<file path="config.mk">
export PLATFORM = sky130hd
export DESIGN_NAME = motion_change_sample_selector_top
export DESIGN_NICKNAME = d
export VERILOG_FILES = /design/src/design/mcss_pkg.sv /design/src/design/motion_change_sample_selector_top.sv /design/src/design/mcss_fifo.sv /design/src/design/mcss_back.sv
export SDC_FILE = /design/constraint.sdc
export NUM_CORES = 1
export LEC_CHECK = 0
export ABC_AREA = 1
export BUFFER_PORTS_ARGS = -buffer_cell sky130_fd_sc_hd__clkbuf_2
export CAP_MARGIN = 10
export CORE_ASPECT_RATIO = 1.1
export CORE_MARGIN = 1
export CORE_UTILIZATION = 58
export DETAILED_ROUTE_END_ITERATION = 16
export PLACE_DENSITY = 0.78
export SYNTH_ARGS = -nofsm -noshare
export SYNTH_HDL_FRONTEND = slang
export SYNTH_SLANG_ARGS = --single-unit
</file>
<file path="constraint.sdc">
create_clock -name clk_i -period 10.8 [get_ports clk_i]
set_clock_uncertainty 0.05 [all_clocks]
set_input_delay 3.24 -clock clk_i [delete_from_list [all_inputs] [get_ports clk_i]]
set_output_delay 3.24 -clock clk_i [all_outputs]
set_load 0.01 [all_outputs]
</file>
<file path="src/design/mcss_pkg.sv">
// Shared types and constants for the motion change sample selector.
package mcss_pkg;

  localparam int unsigned SampleSlotsDefault = 16;
  localparam int unsigned QueueDepth         = 2;

  localparam int unsigned ThresholdW = 18;
  localparam int unsigned TimeoutW   = 16;
  localparam int unsigned CfgDataW   = 18;
  localparam int unsigned TimeW      = 32;
  localparam int unsigned DistW      = 18;
  localparam int unsigned SlotOutW   = 4;

  localparam logic [ThresholdW-1:0] ThresholdReset = ThresholdW'(2);
  localparam logic [TimeoutW-1:0]   TimeoutReset   = TimeoutW'(1000);

  typedef enum logic [0:0] {
    CfgThreshold = 1'b0,
    CfgTimeout   = 1'b1
  } cfg_idx_e;

  typedef struct packed {
    logic signed [7:0] x;
    logic signed [7:0] y;
    logic signed [7:0] z;
    logic [TimeW-1:0]  t;
  } sample_t;

  typedef struct packed {
    sample_t smp;
    logic    batch_start;
  } frame_t;

  typedef struct packed {
    logic                stored;
    logic                opened_slot;
    logic [SlotOutW-1:0] slot;
    logic [DistW-1:0]    distance;
  } result_t;

endpackage

</file>
<file path="src/design/motion_change_sample_selector_top.sv">
// Top level: frame queue, selection core and result queue.
// A pushed frame waits in the frame queue; at its head the selection core decides it
// combinationally when the result queue has room, and the result enters the result queue.
// One frame per cycle while results drain; two-entry queues on both sides absorb stalls.
// Reset (rst_ni low, asynchronous): queues empty, no sample held, slot 0,
// threshold 2 and idle timeout 1000 ms.
module motion_change_sample_selector_top #(
  parameter int unsigned SAMPLE_SLOTS = mcss_pkg::SampleSlotsDefault
) (
  input  logic                          clk_i,
  input  logic                          rst_ni,
  input  logic                          cfg_we_i,
  input  mcss_pkg::cfg_idx_e            cfg_idx_i,
  input  logic [mcss_pkg::CfgDataW-1:0] cfg_data_i,
  input  logic                          push,
  output logic                          full,
  input  logic signed [7:0]             accel_x_i,
  input  logic signed [7:0]             accel_y_i,
  input  logic signed [7:0]             accel_z_i,
  input  logic [mcss_pkg::TimeW-1:0]    time_ms_i,
  input  logic                          batch_start_i,
  output logic                          empty,
  input  logic                          pop,
  output logic                          stored_o,
  output logic                          opened_slot_o,
  output logic [mcss_pkg::SlotOutW-1:0] slot_o,
  output logic [mcss_pkg::DistW-1:0]    distance_o
);
  import mcss_pkg::*;

  frame_t  frame_in, frame_head;
  result_t result_new, result_head;
  logic    frame_empty, result_full, fire;

  always_comb begin
    frame_in.smp.x       = accel_x_i;
    frame_in.smp.y       = accel_y_i;
    frame_in.smp.z       = accel_z_i;
    frame_in.smp.t       = time_ms_i;
    frame_in.batch_start = batch_start_i;
  end

  mcss_fifo #(
    .WIDTH ($bits(frame_t)),
    .DEPTH (QueueDepth)
  ) u_frame_q (
    .clk_i   (clk_i),
    .rst_ni  (rst_ni),
    .push_i  (push),
    .data_i  (frame_in),
    .full_o  (full),
    .pop_i   (fire),
    .data_o  (frame_head),
    .empty_o (frame_empty)
  );

  assign fire = !frame_empty && !result_full;

  mcss_back #(
    .SAMPLE_SLOTS (SAMPLE_SLOTS)
  ) u_back (
    .clk_i      (clk_i),
    .rst_ni     (rst_ni),
    .cfg_we_i   (cfg_we_i),
    .cfg_idx_i  (cfg_idx_i),
    .cfg_data_i (cfg_data_i),
    .fire_i     (fire),
    .frame_i    (frame_head),
    .result_o   (result_new)
  );

  mcss_fifo #(
    .WIDTH ($bits(result_t)),
    .DEPTH (QueueDepth)
  ) u_result_q (
    .clk_i   (clk_i),
    .rst_ni  (rst_ni),
    .push_i  (fire),
    .data_i  (result_new),
    .full_o  (result_full),
    .pop_i   (pop),
    .data_o  (result_head),
    .empty_o (empty)
  );

  assign stored_o      = result_head.stored;
  assign opened_slot_o = result_head.opened_slot;
  assign slot_o        = result_head.slot;
  assign distance_o    = result_head.distance;

endmodule

</file>
<file path="src/design/mcss_fifo.sv">
// Small synchronous queue with push/full and pop/empty sides.
module mcss_fifo #(
  parameter int unsigned WIDTH = 1,
  parameter int unsigned DEPTH = mcss_pkg::QueueDepth
) (
  input  logic             clk_i,
  input  logic             rst_ni,
  input  logic             push_i,
  input  logic [WIDTH-1:0] data_i,
  output logic             full_o,
  input  logic             pop_i,
  output logic [WIDTH-1:0] data_o,
  output logic             empty_o
);
  localparam int unsigned PtrW = (DEPTH > 1) ? $clog2(DEPTH) : 1;
  localparam int unsigned CntW = $clog2(DEPTH + 1);
  localparam logic [PtrW-1:0] PtrLast = PtrW'(DEPTH - 1);
  localparam logic [CntW-1:0] CntFull = CntW'(DEPTH);

  logic [WIDTH-1:0] mem_q [DEPTH];
  logic [PtrW-1:0]  wr_ptr_q, wr_ptr_d, rd_ptr_q, rd_ptr_d;
  logic [CntW-1:0]  cnt_q, cnt_d;
  logic             push_ok, pop_ok;

  assign full_o  = (cnt_q == CntFull);
  assign empty_o = (cnt_q == '0);
  assign push_ok = push_i && !full_o;
  assign pop_ok  = pop_i && !empty_o;
  assign data_o  = mem_q[rd_ptr_q];

  always_comb begin
    wr_ptr_d = wr_ptr_q;
    rd_ptr_d = rd_ptr_q;
    cnt_d    = cnt_q;
    if (push_ok) begin
      wr_ptr_d = (wr_ptr_q == PtrLast) ? '0 : wr_ptr_q + 1'b1;
    end
    if (pop_ok) begin
      rd_ptr_d = (rd_ptr_q == PtrLast) ? '0 : rd_ptr_q + 1'b1;
    end
    unique case ({push_ok, pop_ok})
      2'b10:   cnt_d = cnt_q + 1'b1;
      2'b01:   cnt_d = cnt_q - 1'b1;
      default: cnt_d = cnt_q;
    endcase
  end

  always_ff @(posedge clk_i or negedge rst_ni) begin
    if (!rst_ni) begin
      wr_ptr_q <= '0;
      rd_ptr_q <= '0;
      cnt_q    <= '0;
    end else begin
      wr_ptr_q <= wr_ptr_d;
      rd_ptr_q <= rd_ptr_d;
      cnt_q    <= cnt_d;
    end
  end

  always_ff @(posedge clk_i) begin
    if (push_ok) begin
      mem_q[wr_ptr_q] <= data_i;
    end
  end

`ifndef SYNTHESIS
  a_cnt_bound: assert property (@(posedge clk_i) disable iff (!rst_ni)
    cnt_q <= CntFull)
    else $error("queue count above depth");
  a_flags: assert property (@(posedge clk_i) disable iff (!rst_ni)
    !(full_o && empty_o))
    else $error("queue full and empty at once");
  a_cnt_up: assert property (@(posedge clk_i) disable iff (!rst_ni)
    (push_ok && !pop_ok) |=> (cnt_q == $past(cnt_q) + 1'b1))
    else $error("queue count missed a push");
`endif

endmodule

</file>
<file path="src/design/mcss_back.sv">
// Selection core: reference tracking, distance, threshold and timeout decision, ring slot.
module mcss_back #(
  parameter int unsigned SAMPLE_SLOTS = mcss_pkg::SampleSlotsDefault
) (
  input  logic                            clk_i,
  input  logic                            rst_ni,
  input  logic                            cfg_we_i,
  input  mcss_pkg::cfg_idx_e              cfg_idx_i,
  input  logic [mcss_pkg::CfgDataW-1:0]   cfg_data_i,
  input  logic                            fire_i,
  input  mcss_pkg::frame_t                frame_i,
  output mcss_pkg::result_t               result_o
);
  import mcss_pkg::*;

  localparam int unsigned SlotW = (SAMPLE_SLOTS > 1) ? $clog2(SAMPLE_SLOTS) : 1;
  localparam logic [SlotW-1:0] SlotLast = SlotW'(SAMPLE_SLOTS - 1);

  logic [ThresholdW-1:0] thr_q;
  logic [TimeoutW-1:0]   timeout_q;

  sample_t          ref_q, ref_d, last_q, last_d, eff_ref;
  logic [SlotW-1:0] slot_q, slot_d;
  logic             have_any_q, have_any_d;
  logic             follow_q, follow_d, eff_follow;
  logic             sampled_q, sampled_d, eff_sampled;
  logic [DistW-1:0] best_q, best_d, eff_best;

  logic signed [8:0]  dx, dy, dz;
  logic signed [17:0] px, py, pz;
  logic [DistW-1:0]   sq_dist;
  logic [TimeW-1:0]   elapsed;
  logic               motion, idle, stored, opened;

  // A batch start reloads the reference from the last stored sample and resets the batch.
  always_comb begin
    eff_ref     = frame_i.batch_start ? last_q : ref_q;
    eff_sampled = frame_i.batch_start ? 1'b0 : sampled_q;
    eff_follow  = frame_i.batch_start ? 1'b0 : follow_q;
    eff_best    = frame_i.batch_start ? '0 : best_q;
  end

  assign dx = $signed({frame_i.smp.x[7], frame_i.smp.x}) - $signed({eff_ref.x[7], eff_ref.x});
  assign dy = $signed({frame_i.smp.y[7], frame_i.smp.y}) - $signed({eff_ref.y[7], eff_ref.y});
  assign dz = $signed({frame_i.smp.z[7], frame_i.smp.z}) - $signed({eff_ref.z[7], eff_ref.z});
  assign px = dx * dx;
  assign py = dy * dy;
  assign pz = dz * dz;
  assign sq_dist = DistW'(px[16:0]) + DistW'(py[16:0]) + DistW'(pz[16:0]);
  assign elapsed = frame_i.smp.t - eff_ref.t;
  assign motion = (sq_dist > thr_q) && (sq_dist > eff_best);
  assign idle   = !eff_sampled && (elapsed > TimeW'(timeout_q));

  always_comb begin
    ref_d      = eff_ref;
    last_d     = last_q;
    slot_d     = slot_q;
    have_any_d = have_any_q;
    follow_d   = eff_follow;
    sampled_d  = eff_sampled;
    best_d     = eff_best;
    stored     = 1'b0;
    opened     = 1'b0;
    if (!have_any_q) begin
      // very first frame: kept as is, reference follows it
      have_any_d = 1'b1;
      follow_d   = 1'b1;
      sampled_d  = 1'b1;
      best_d     = '0;
      last_d     = frame_i.smp;
      ref_d      = frame_i.smp;
      stored     = 1'b1;
    end else if (motion || idle) begin
      if (!eff_sampled) begin
        slot_d    = (slot_q == SlotLast) ? '0 : slot_q + 1'b1;
        sampled_d = 1'b1;
        opened    = 1'b1;
      end
      last_d = frame_i.smp;
      if (eff_follow) begin
        ref_d = frame_i.smp;
      end
      if (sq_dist > eff_best) begin
        best_d = sq_dist;
      end
      stored = 1'b1;
    end
  end

  always_comb begin
    result_o.stored      = stored;
    result_o.opened_slot = opened;
    result_o.slot        = SlotOutW'(slot_d);
    result_o.distance    = have_any_q ? sq_dist : '0;
  end

  always_ff @(posedge clk_i or negedge rst_ni) begin
    if (!rst_ni) begin
      thr_q     <= ThresholdReset;
      timeout_q <= TimeoutReset;
    end else if (cfg_we_i) begin
      unique case (cfg_idx_i)
        CfgThreshold: thr_q     <= cfg_data_i;
        CfgTimeout:   timeout_q <= cfg_data_i[TimeoutW-1:0];
        default:      thr_q     <= thr_q;
      endcase
    end
  end

  always_ff @(posedge clk_i or negedge rst_ni) begin
    if (!rst_ni) begin
      ref_q      <= '0;
      last_q     <= '0;
      slot_q     <= '0;
      have_any_q <= 1'b0;
      follow_q   <= 1'b0;
      sampled_q  <= 1'b0;
      best_q     <= '0;
    end else if (fire_i) begin
      ref_q      <= ref_d;
      last_q     <= last_d;
      slot_q     <= slot_d;
      have_any_q <= have_any_d;
      follow_q   <= follow_d;
      sampled_q  <= sampled_d;
      best_q     <= best_d;
    end
  end

`ifndef SYNTHESIS
  a_open_stores: assert property (@(posedge clk_i) disable iff (!rst_ni)
    (fire_i && result_o.opened_slot) |-> result_o.stored)
    else $error("slot opened without a store");
  a_first_frame: assert property (@(posedge clk_i) disable iff (!rst_ni)
    (fire_i && !have_any_q) |->
      (result_o.stored && !result_o.opened_slot && (result_o.distance == '0)))
    else $error("first frame not kept in place");
  a_have_any_sticky: assert property (@(posedge clk_i) disable iff (!rst_ni)
    have_any_q |=> have_any_q)
    else $error("have_any cleared after a store");
`endif

endmodule

</file>
==> results.sh, run 1 <==
export IMPL_clock_sinks=341
export IMPL_drive_gt1_share_pct=17.73
export IMPL_io_pins=107
export IMPL_viasPerCell=5.458
export IMPL_postSynthCellCount=3280
export IMPL_clk_insertion_delay_late_ps=580
export IMPL_gp_congestion=0.9246
export IMPL_grt_max_degree=107
export IMPL_period_share_pct=99.16
export IMPL_chipWidth_microns=209.1
export IMPL_grt_pass1_vias=21600
export IMPL_final_hold_viol_count=0
export IMPL_clock_fmax_ghz=0.09338
export IMPL_reg2reg_from="u_frame_q.rd_ptr_q$_DFFE_PN0P_"
export IMPL_drc=0
export IMPL_final_nets=3977
export IMPL_grt_pass1_wl_microns=105500
export IMPL_critPathCaptureType="register"
export IMPL_critPathArrivalTime_ps=11150
export IMPL_slew_viol_final=0
export IMPL_dpl_cell_area_sq_mm=0.02921
export IMPL_cts_buffer_depth=3
export IMPL_critPathMaxFanout=10
export IMPL_yosysWarnings=0
export IMPL_io_buffers=106
export IMPL_areaGrowthSynthToFinish_pct=17.64
export IMPL_core_sq_mm=0.04663
export IMPL_totalWireLength_microns=70590
export IMPL_setup_viol=0
export IMPL_crit_required_ps=11240
export IMPL_holdCritPathClass="register to register"
export IMPL_r2r_end="u_back.last_q[42]$_DFFE_PN0P_"
export IMPL_synth_fp_nets=3771
export IMPL_setup_worst_path_class="register to register"
export IMPL_first_pass_iters=8
export IMPL_dp_hpwl_microns=48230
export IMPL_die_height_microns=229.9
export IMPL_hold_path_cell_count=2
export IMPL_maxCapViolations=0
export IMPL_ys_seq_area_share_pct=34.17
export IMPL_synth_edf_count=162
export IMPL_drt_first_iter_violations=1595
export IMPL_min_from="u_back.ref_q[1]$_DFFE_PN0P_"
export IMPL_grt_overflow_total=0
export IMPL_final_setup_tns_ps=0
export IMPL_yosys_cell_types_count=53
export IMPL_max_stage_delay_ps=520
export IMPL_antenna_found_initial=1
export IMPL_avgSynthCellArea_sq_um=8.346
export IMPL_synth_top_flop_cell="dfrtp_1"
export IMPL_hold_end="u_back.ref_q[1]$_DFFE_PN0P_"
export IMPL_slew_headroom_pct=28.10
export IMPL_r2r_worst_path_cells=50
export IMPL_row_count=83
export IMPL_htreeDepth=2
export IMPL_grtUsageTotal_pct=27.17
export IMPL_wl_per_cell_microns=17.18
export IMPL_rsz0062_at_grt="true"
export IMPL_crit_slowest_cell="fa_1"
export IMPL_start_util_pct=58.71
export IMPL_num_vias=22430
export IMPL_cp_start_kind="register"
export IMPL_cts_hold_buffers_added=0
export IMPL_cts_root_buffer="clkbuf_16"
export IMPL_die_area_sq_mm=0.04807
export IMPL_cts_tree="done"
export IMPL_worst_pin_slew_ps=1067
export IMPL_status="completed"
export IMPL_clk_pin_slew_ps=60
export IMPL_synth_area_sq_mm=0.02737
export IMPL_ant_nets=0
export IMPL_crit_top_cell="fa_1"
export IMPL_finalInstanceArea_sq_mm=0.03220
export IMPL_rrSetupSlack_ps=90
export IMPL_cts_buffers=36
export IMPL_synth_seq_cells=341
export IMPL_synthArstFlopShare_pct=52.49
export IMPL_period_needed_ps=10710
-- synthesized netlist by cell type, types with 6 or more instances --
library cell | count | area (sq um)
nand3_1 | 163 | 815.8
ha_1 | 223 | 2790
o21bai_1 | 10 | 75.07
or2_2 | 58 | 362.9
buf_1 | 13 | 48.80
mux2i_1 | 50 | 500.5
o31ai_1 | 8 | 60.06
fa_1 | 187 | 3744
buf_6 | 9 | 101.4
nand4_1 | 14 | 87.58
dfstp_2 | 7 | 183.9
dfrtp_1 | 172 | 4304
o21ai_1 | 28 | 140.1
nor3_1 | 14 | 70.07
a21o_1 | 7 | 52.55
xnor2_1 | 31 | 271.5
inv_1 | 605 | 2271
edfxtp_1 | 162 | 4865
nor2_1 | 224 | 840.8
xor2_1 | 63 | 551.8
buf_2 | 9 | 45.04
nand2_2 | 10 | 62.56
clkinv_1 | 6 | 22.52
nand2_1 | 817 | 3067
a21oi_1 | 106 | 530.5
inv_2 | 8 | 30.03
o21ai_0 | 171 | 855.8
clkbuf_1 | 48 | 180.2
buf_4 | 8 | 60.06
-- registers in the layout (all words and copies together), names as in the netlist, 2 cells and up --
| register | count |
|---|---|
| u_back.thr_q | 18 |
| u_back.best_q | 18 |
| u_frame_q.cnt_q | 2 |
| u_result_q.cnt_q | 2 |
| u_back.slot_q | 4 |
| u_back.timeout_q | 16 |
| u_result_q.mem_q | 48 |
| u_back.last_q | 56 |
| u_frame_q.mem_q | 114 |
| u_back.ref_q | 56 |
-- cells by family after synthesis --
group                      Yosys count  synth area share [%]
muxes                               50                 1.828
AOI/OAI and AO/OA                  353                 6.911
buffers and inverters              707                 10.10
and+or+nand+nor                   1323                 20.00
xor gates and xnor gates            96                 3.126
adders and majority gates          410                 23.87
DFF                                341                 34.17
-- worst max path at each step --
stage | from | to | slack, ps | cells after the start
6_report | u_frame_q.rd_ptr_q$_DFFE_PN0P_ | u_back.last_q[42]$_DFFE_PN0P_ | 90 | 50
5_1_grt | u_frame_q.rd_ptr_q$_DFFE_PN0P_ | u_back.last_q[42]$_DFFE_PN0P_ | -370 | 58
4_1_cts | u_frame_q.rd_ptr_q$_DFFE_PN0P_ | u_back.last_q[11]$_DFFE_PN0P_ | 0.7 | 59
3_5_place_dp | u_frame_q.rd_ptr_q$_DFFE_PN0P_ | u_result_q.mem_q[0][21]$_DFFE_PP_ | -190 | 56
3_3_place_gp | u_frame_q.rd_ptr_q$_DFFE_PN0P_ | u_result_q.mem_q[0][21]$_DFFE_PP_ | 60 | 56
2_1_floorplan | u_frame_q.rd_ptr_q$_DFFE_PN0P_ | u_result_q.mem_q[0][21]$_DFFE_PP_ | 4 | 60
-- worst max-delay path: cells and delay by family (launching register included) --
kind / cells / cell delay, ps
adders and majority gates: 10 / 4070
AOI/OAI and AO/OA: 13 / 2150
and+or+nand+nor: 12 / 1530
buffers and inverters: 12 / 1460
xor gates and xnor gates: 2 / 570
DFF: 1 / 430
muxes: 1 / 320
-- layout make-up --
class,instances,area (sq um)
clock buffer,45,934.6
sequential,341,9354
antenna,1,2.502
tap,595,744.5
fill,3408,14430
clock inverter,21,269.0
multi-input combinational,2234,16500
inverter,619,2326
timing repair buffer,254,2073
-- placed cells by master (no fill, tap or decap), types with 105 or more instances in the layout --
cell type,instances
nand3_1,160
nand2_1,763
buf_4,108
inv_1,589
nor2_1,201
edfxtp_1,162
ha_1,197
o21ai_0,117
clkbuf_2,105
fa_1,181
dfrtp_1,171
-- what timing repair did --
action | 4_1_cts | 5_1_grt
pin swaps | 4 | 84
buffers inserted | 4 | 15
cloned | 1 | 19
resized for setup | 21 | 315
endpoints found under the setup margin | 144 | 147
-- routing by layer --
metal | track usage, % | vias to the layer above | wire [microns]
li1 | - | 10710 | -
met1 | 35.99 | 10620 | 28470
met2 | 46.49 | 874 | 34320
met3 | 3.742 | 222 | 4695
met4 | 7.904 | 0 | 3106
met5 | 0 | - | 0
-- stage by stage --
stage | cells | hold slack [ps] | utilization, % | setup WS [ps]
3_3_place_gp | 4004 | 407.6 | 62.65 | 62.44
5_1_grt | 4110 | 444.9 | 69.06 | -374.8
3_5_place_dp | 4004 | 414.0 | 62.65 | -185.1
4_1_cts | 4075 | 430.0 | 65.54 | 0.6661
2_1_floorplan | 3280 | 393.9 | - | 4.328
6_report | 4110 | 431.2 | 69.06 | 90.75
Power of run 1 is not shown: default switching activity piles up to over one toggle a cycle in this logic, so the estimate is an artifact.
==> run 2: changes to the inputs <==
--- a/config.mk
+++ b/config.mk
@@ -5,14 +5,14 @@
 export SDC_FILE = /design/constraint.sdc
 export NUM_CORES = 1
 export LEC_CHECK = 0
-export ABC_AREA = 1
+export ABC_CLOCK_PERIOD_IN_PS = 10800
 export BUFFER_PORTS_ARGS = -buffer_cell sky130_fd_sc_hd__clkbuf_2
 export CAP_MARGIN = 10
 export CORE_ASPECT_RATIO = 1.1
 export CORE_MARGIN = 1
-export CORE_UTILIZATION = 58
+export CORE_UTILIZATION = 50
 export DETAILED_ROUTE_END_ITERATION = 16
-export PLACE_DENSITY = 0.78
+export PLACE_DENSITY = 0.69
 export SYNTH_ARGS = -nofsm -noshare
 export SYNTH_HDL_FRONTEND = slang
 export SYNTH_SLANG_ARGS = --single-unit
==> results.sh, run 2 <==
export IMPL_status="complete, but fails checks"
export IMPL_failed_checks="setup timing"
export IMPL_r2r_end="u_back.last_q[27]$_DFFE_PN0P_"
export IMPL_r2r_worst_path_cells=53
export IMPL_grt_overflow_total=0
export IMPL_drt_first_iter_violations=973
export IMPL_gp_congestion=0.9273
export IMPL_synthTopCellsByCount="inv_1, ha_1, fa_1"
export IMPL_cts_tree="done"
export IMPL_antenna_found_initial=1
export IMPL_io_pins=107
export IMPL_grt_pass1_wl_microns=103400
export IMPL_maxCapViolations=0
export IMPL_crit_required_ps=11170
export IMPL_critPathArrivalTime_ps=11410
export IMPL_avgSynthCellArea_sq_um=10.62
export IMPL_clock_sinks=341
export IMPL_slew_headroom_pct=13.73
export IMPL_holdCritPathClass="register to register"
export IMPL_reg2reg_from="u_frame_q.rd_ptr_q$_DFFE_PN0P_"
export IMPL_dpl_cell_area_sq_mm=0.02939
export IMPL_row_count=88
export IMPL_period_needed_ps=11040
export IMPL_core_sq_mm=0.05252
export IMPL_synthArstFlopShare_pct=52.49
export IMPL_largestRegisters="u_frame_q.mem_q x114, u_back.last_q x56, u_back.ref_q x56"
export IMPL_yosys_cell_types_count=85
export IMPL_synthAdderAreaFrac_pct=24.77
export IMPL_finalInstanceArea_sq_mm=0.03227
export IMPL_die_height_microns=243.8
export IMPL_final_hold_viol_count=0
export IMPL_postSynthCellCount=2502
export IMPL_wl_per_cell_microns=18.53
export IMPL_final_nets=3316
export IMPL_largest_reg_flops=114
export IMPL_clock_fmax_ghz=0.09060
export IMPL_diodes=0
export IMPL_cts_buffer_depth=3
export IMPL_cts_root_buffer="clkbuf_16"
export IMPL_setup_viol=121
export IMPL_synth_seq_cells=341
export IMPL_max_stage_delay_ps=530
export IMPL_ys_top_cells_by_area="edfxtp_1, dfrtp_1, fa_1, ha_1, mux2_2"
export IMPL_fin_ws_ps=-237.1
export IMPL_synth_simple_area_share_pct=8.271
export IMPL_yosysWarnings=0
export IMPL_hold_end="u_back.ref_q[23]$_DFFE_PN0P_"
export IMPL_drive_gt1_share_pct=28.31
export IMPL_setup_worst_path_class="register to register"
export IMPL_ant_nets=0
export IMPL_worst_pin_slew_ps=1294
export IMPL_clk_pin_slew_ps=60
export IMPL_period_share_pct=102.2
export IMPL_totalWireLength_microns=65410
export IMPL_synth_top_family_by_area="adder cells"
export IMPL_htreeDepth=2
export IMPL_synth_fp_nets=2993
export IMPL_synth_mux_area_share_pct=9.151
export IMPL_synth_top_flop_cell="dfrtp_1"
export IMPL_die_area_sq_mm=0.05409
export IMPL_slew_viol_final=0
export IMPL_chipWidth_microns=221.8
export IMPL_synth_edf_count=162
export IMPL_io_buffers=106
export IMPL_mostFrequentLayoutCells="inv_1, buf_4, ha_1"
export IMPL_synth_compound_area_share_pct=11.98
export IMPL_crit_top_cell="inv_2"
export IMPL_grtUsageTotal_pct=23.73
export IMPL_areaGrowthSynthToFinish_pct=21.42
export IMPL_yosys_area_top_type="edfxtp_1"
export IMPL_final_common_cell="inv_1"
export IMPL_critPathCaptureType="register"
export IMPL_hold_path_cell_count=2
export IMPL_clk_insertion_delay_late_ps=550
export IMPL_grt_pass1_vias=20320
export IMPL_critPathMaxFanout=7
export IMPL_viasPerCell=5.486
export IMPL_synth_most_common_cell="inv_1"
export IMPL_start_util_pct=50.61
export IMPL_crit_slowest_cell="fa_1"
export IMPL_largest_register="u_frame_q.mem_q"
export IMPL_synth_top_area_share_pct=18.30
export IMPL_first_pass_iters=7
export IMPL_num_vias=19360
export IMPL_rsz0062_at_grt="true"
export IMPL_min_from="u_back.ref_q[23]$_DFFE_PN0P_"
export IMPL_synth_xor_area_share_pct=3.879
export IMPL_grt_max_degree=108
export IMPL_cp_start_kind="register"
export IMPL_rrSetupSlack_ps=-240
export IMPL_cts_buffers=37
export IMPL_ys_seq_area_share_pct=35.19
export IMPL_drc=0
export IMPL_cts_hold_buffers_added=0
export IMPL_dp_hpwl_microns=47730
export IMPL_synth_area_sq_mm=0.02658
[run 2: cell count changes after synthesis, moves of 44 or more]
cell,delta
mux2_2,+121
a31o_2,+44
nand3_1,-144
inv_1,-250
xnor2_1,+54
nor2_1,-96
nand2_1,-644
o21ai_0,-70
or2_2,-48
[run 2: final cells by class]
cell class | count | area [sq um]
Tap cell | 675 | 844.6
Clock buffer | 43 | 1001
Sequential cell | 341 | 9358
Timing Repair Buffer | 380 | 3075
Inverter | 357 | 1345
Fill cell | 4175 | 20250
Clock inverter | 25 | 217.7
Multi-Input combinational cell | 1708 | 16430
[run 2: logic make-up (layout without fill, tap and decap cells)]
logic type      count (synthesis)  in the layout
xor+xnor                      116            116
buf+inv                       453            805
compound gates                486            486
fa+ha+maj                     415            415
flops                         341            341
simple gates                  475            475
mux                           216            216
[run 2: through the flow]
stage	util (%)	hold slack [ps]	setup TNS [ps]	worst slack (ps)	std cells
floorplan	-	399.6	-10710	-157.1	2502
global placement	55.95	410.9	-14280	-197.6	3396
detailed placement	55.95	419.9	-35940	-364.9	3396
CTS	59.91	438.3	-8635	-147.0	3508
global route	61.45	461.5	-87870	-737.1	3529
finish	61.45	436.1	-17320	-237.1	3529
[run 2: worst max path at each step]
stage                                    from                       endpoint  slack, ps  depth (start not counted)
2_1_floorplan  u_frame_q.rd_ptr_q$_DFFE_PN0P_  u_back.last_q[10]$_DFFE_PN0P_       -160                         56
3_3_place_gp   u_frame_q.rd_ptr_q$_DFFE_PN0P_   u_back.last_q[7]$_DFFE_PN0P_       -200                         48
3_5_place_dp   u_frame_q.rd_ptr_q$_DFFE_PN0P_   u_back.last_q[6]$_DFFE_PN0P_       -360                         50
4_1_cts        u_frame_q.rd_ptr_q$_DFFE_PN0P_   u_back.ref_q[44]$_DFFE_PN0P_       -150                         59
5_1_grt        u_frame_q.rd_ptr_q$_DFFE_PN0P_   u_back.ref_q[44]$_DFFE_PN0P_       -740                         60
6_report       u_frame_q.rd_ptr_q$_DFFE_PN0P_  u_back.last_q[27]$_DFFE_PN0P_       -240                         53
[run 2: critical path, delay by kind of cell, from the launching register on]
| family | cells | cell delay [ps] |
|---|---|---|
| DFF | 1 | 410 |
| xor gates and xnor gates | 2 | 320 |
| buffers and inverters | 14 | 1190 |
| AOI/OAI and AO/OA | 12 | 1710 |
| and+or+nand+nor | 9 | 1260 |
| adders and majority gates | 12 | 4800 |
| muxes | 4 | 1110 |
[run 2: repair_timing]
item | 4_1_cts | 5_1_grt
gates resized for setup | 108 | 128
setup buffers | 39 | 16
pin swaps | 57 | 55
endpoints found under the setup margin | 139 | 147
cloned | 6 | 9
[run 2: routing by layer]
layer,track usage (%),share of wire [%]
met3,2.436,3.0
met5,0,0.023
met4,7.761,3.3
met2,43.07,52
met1,29.46,42
Power of run 2 is left out for the same reason.
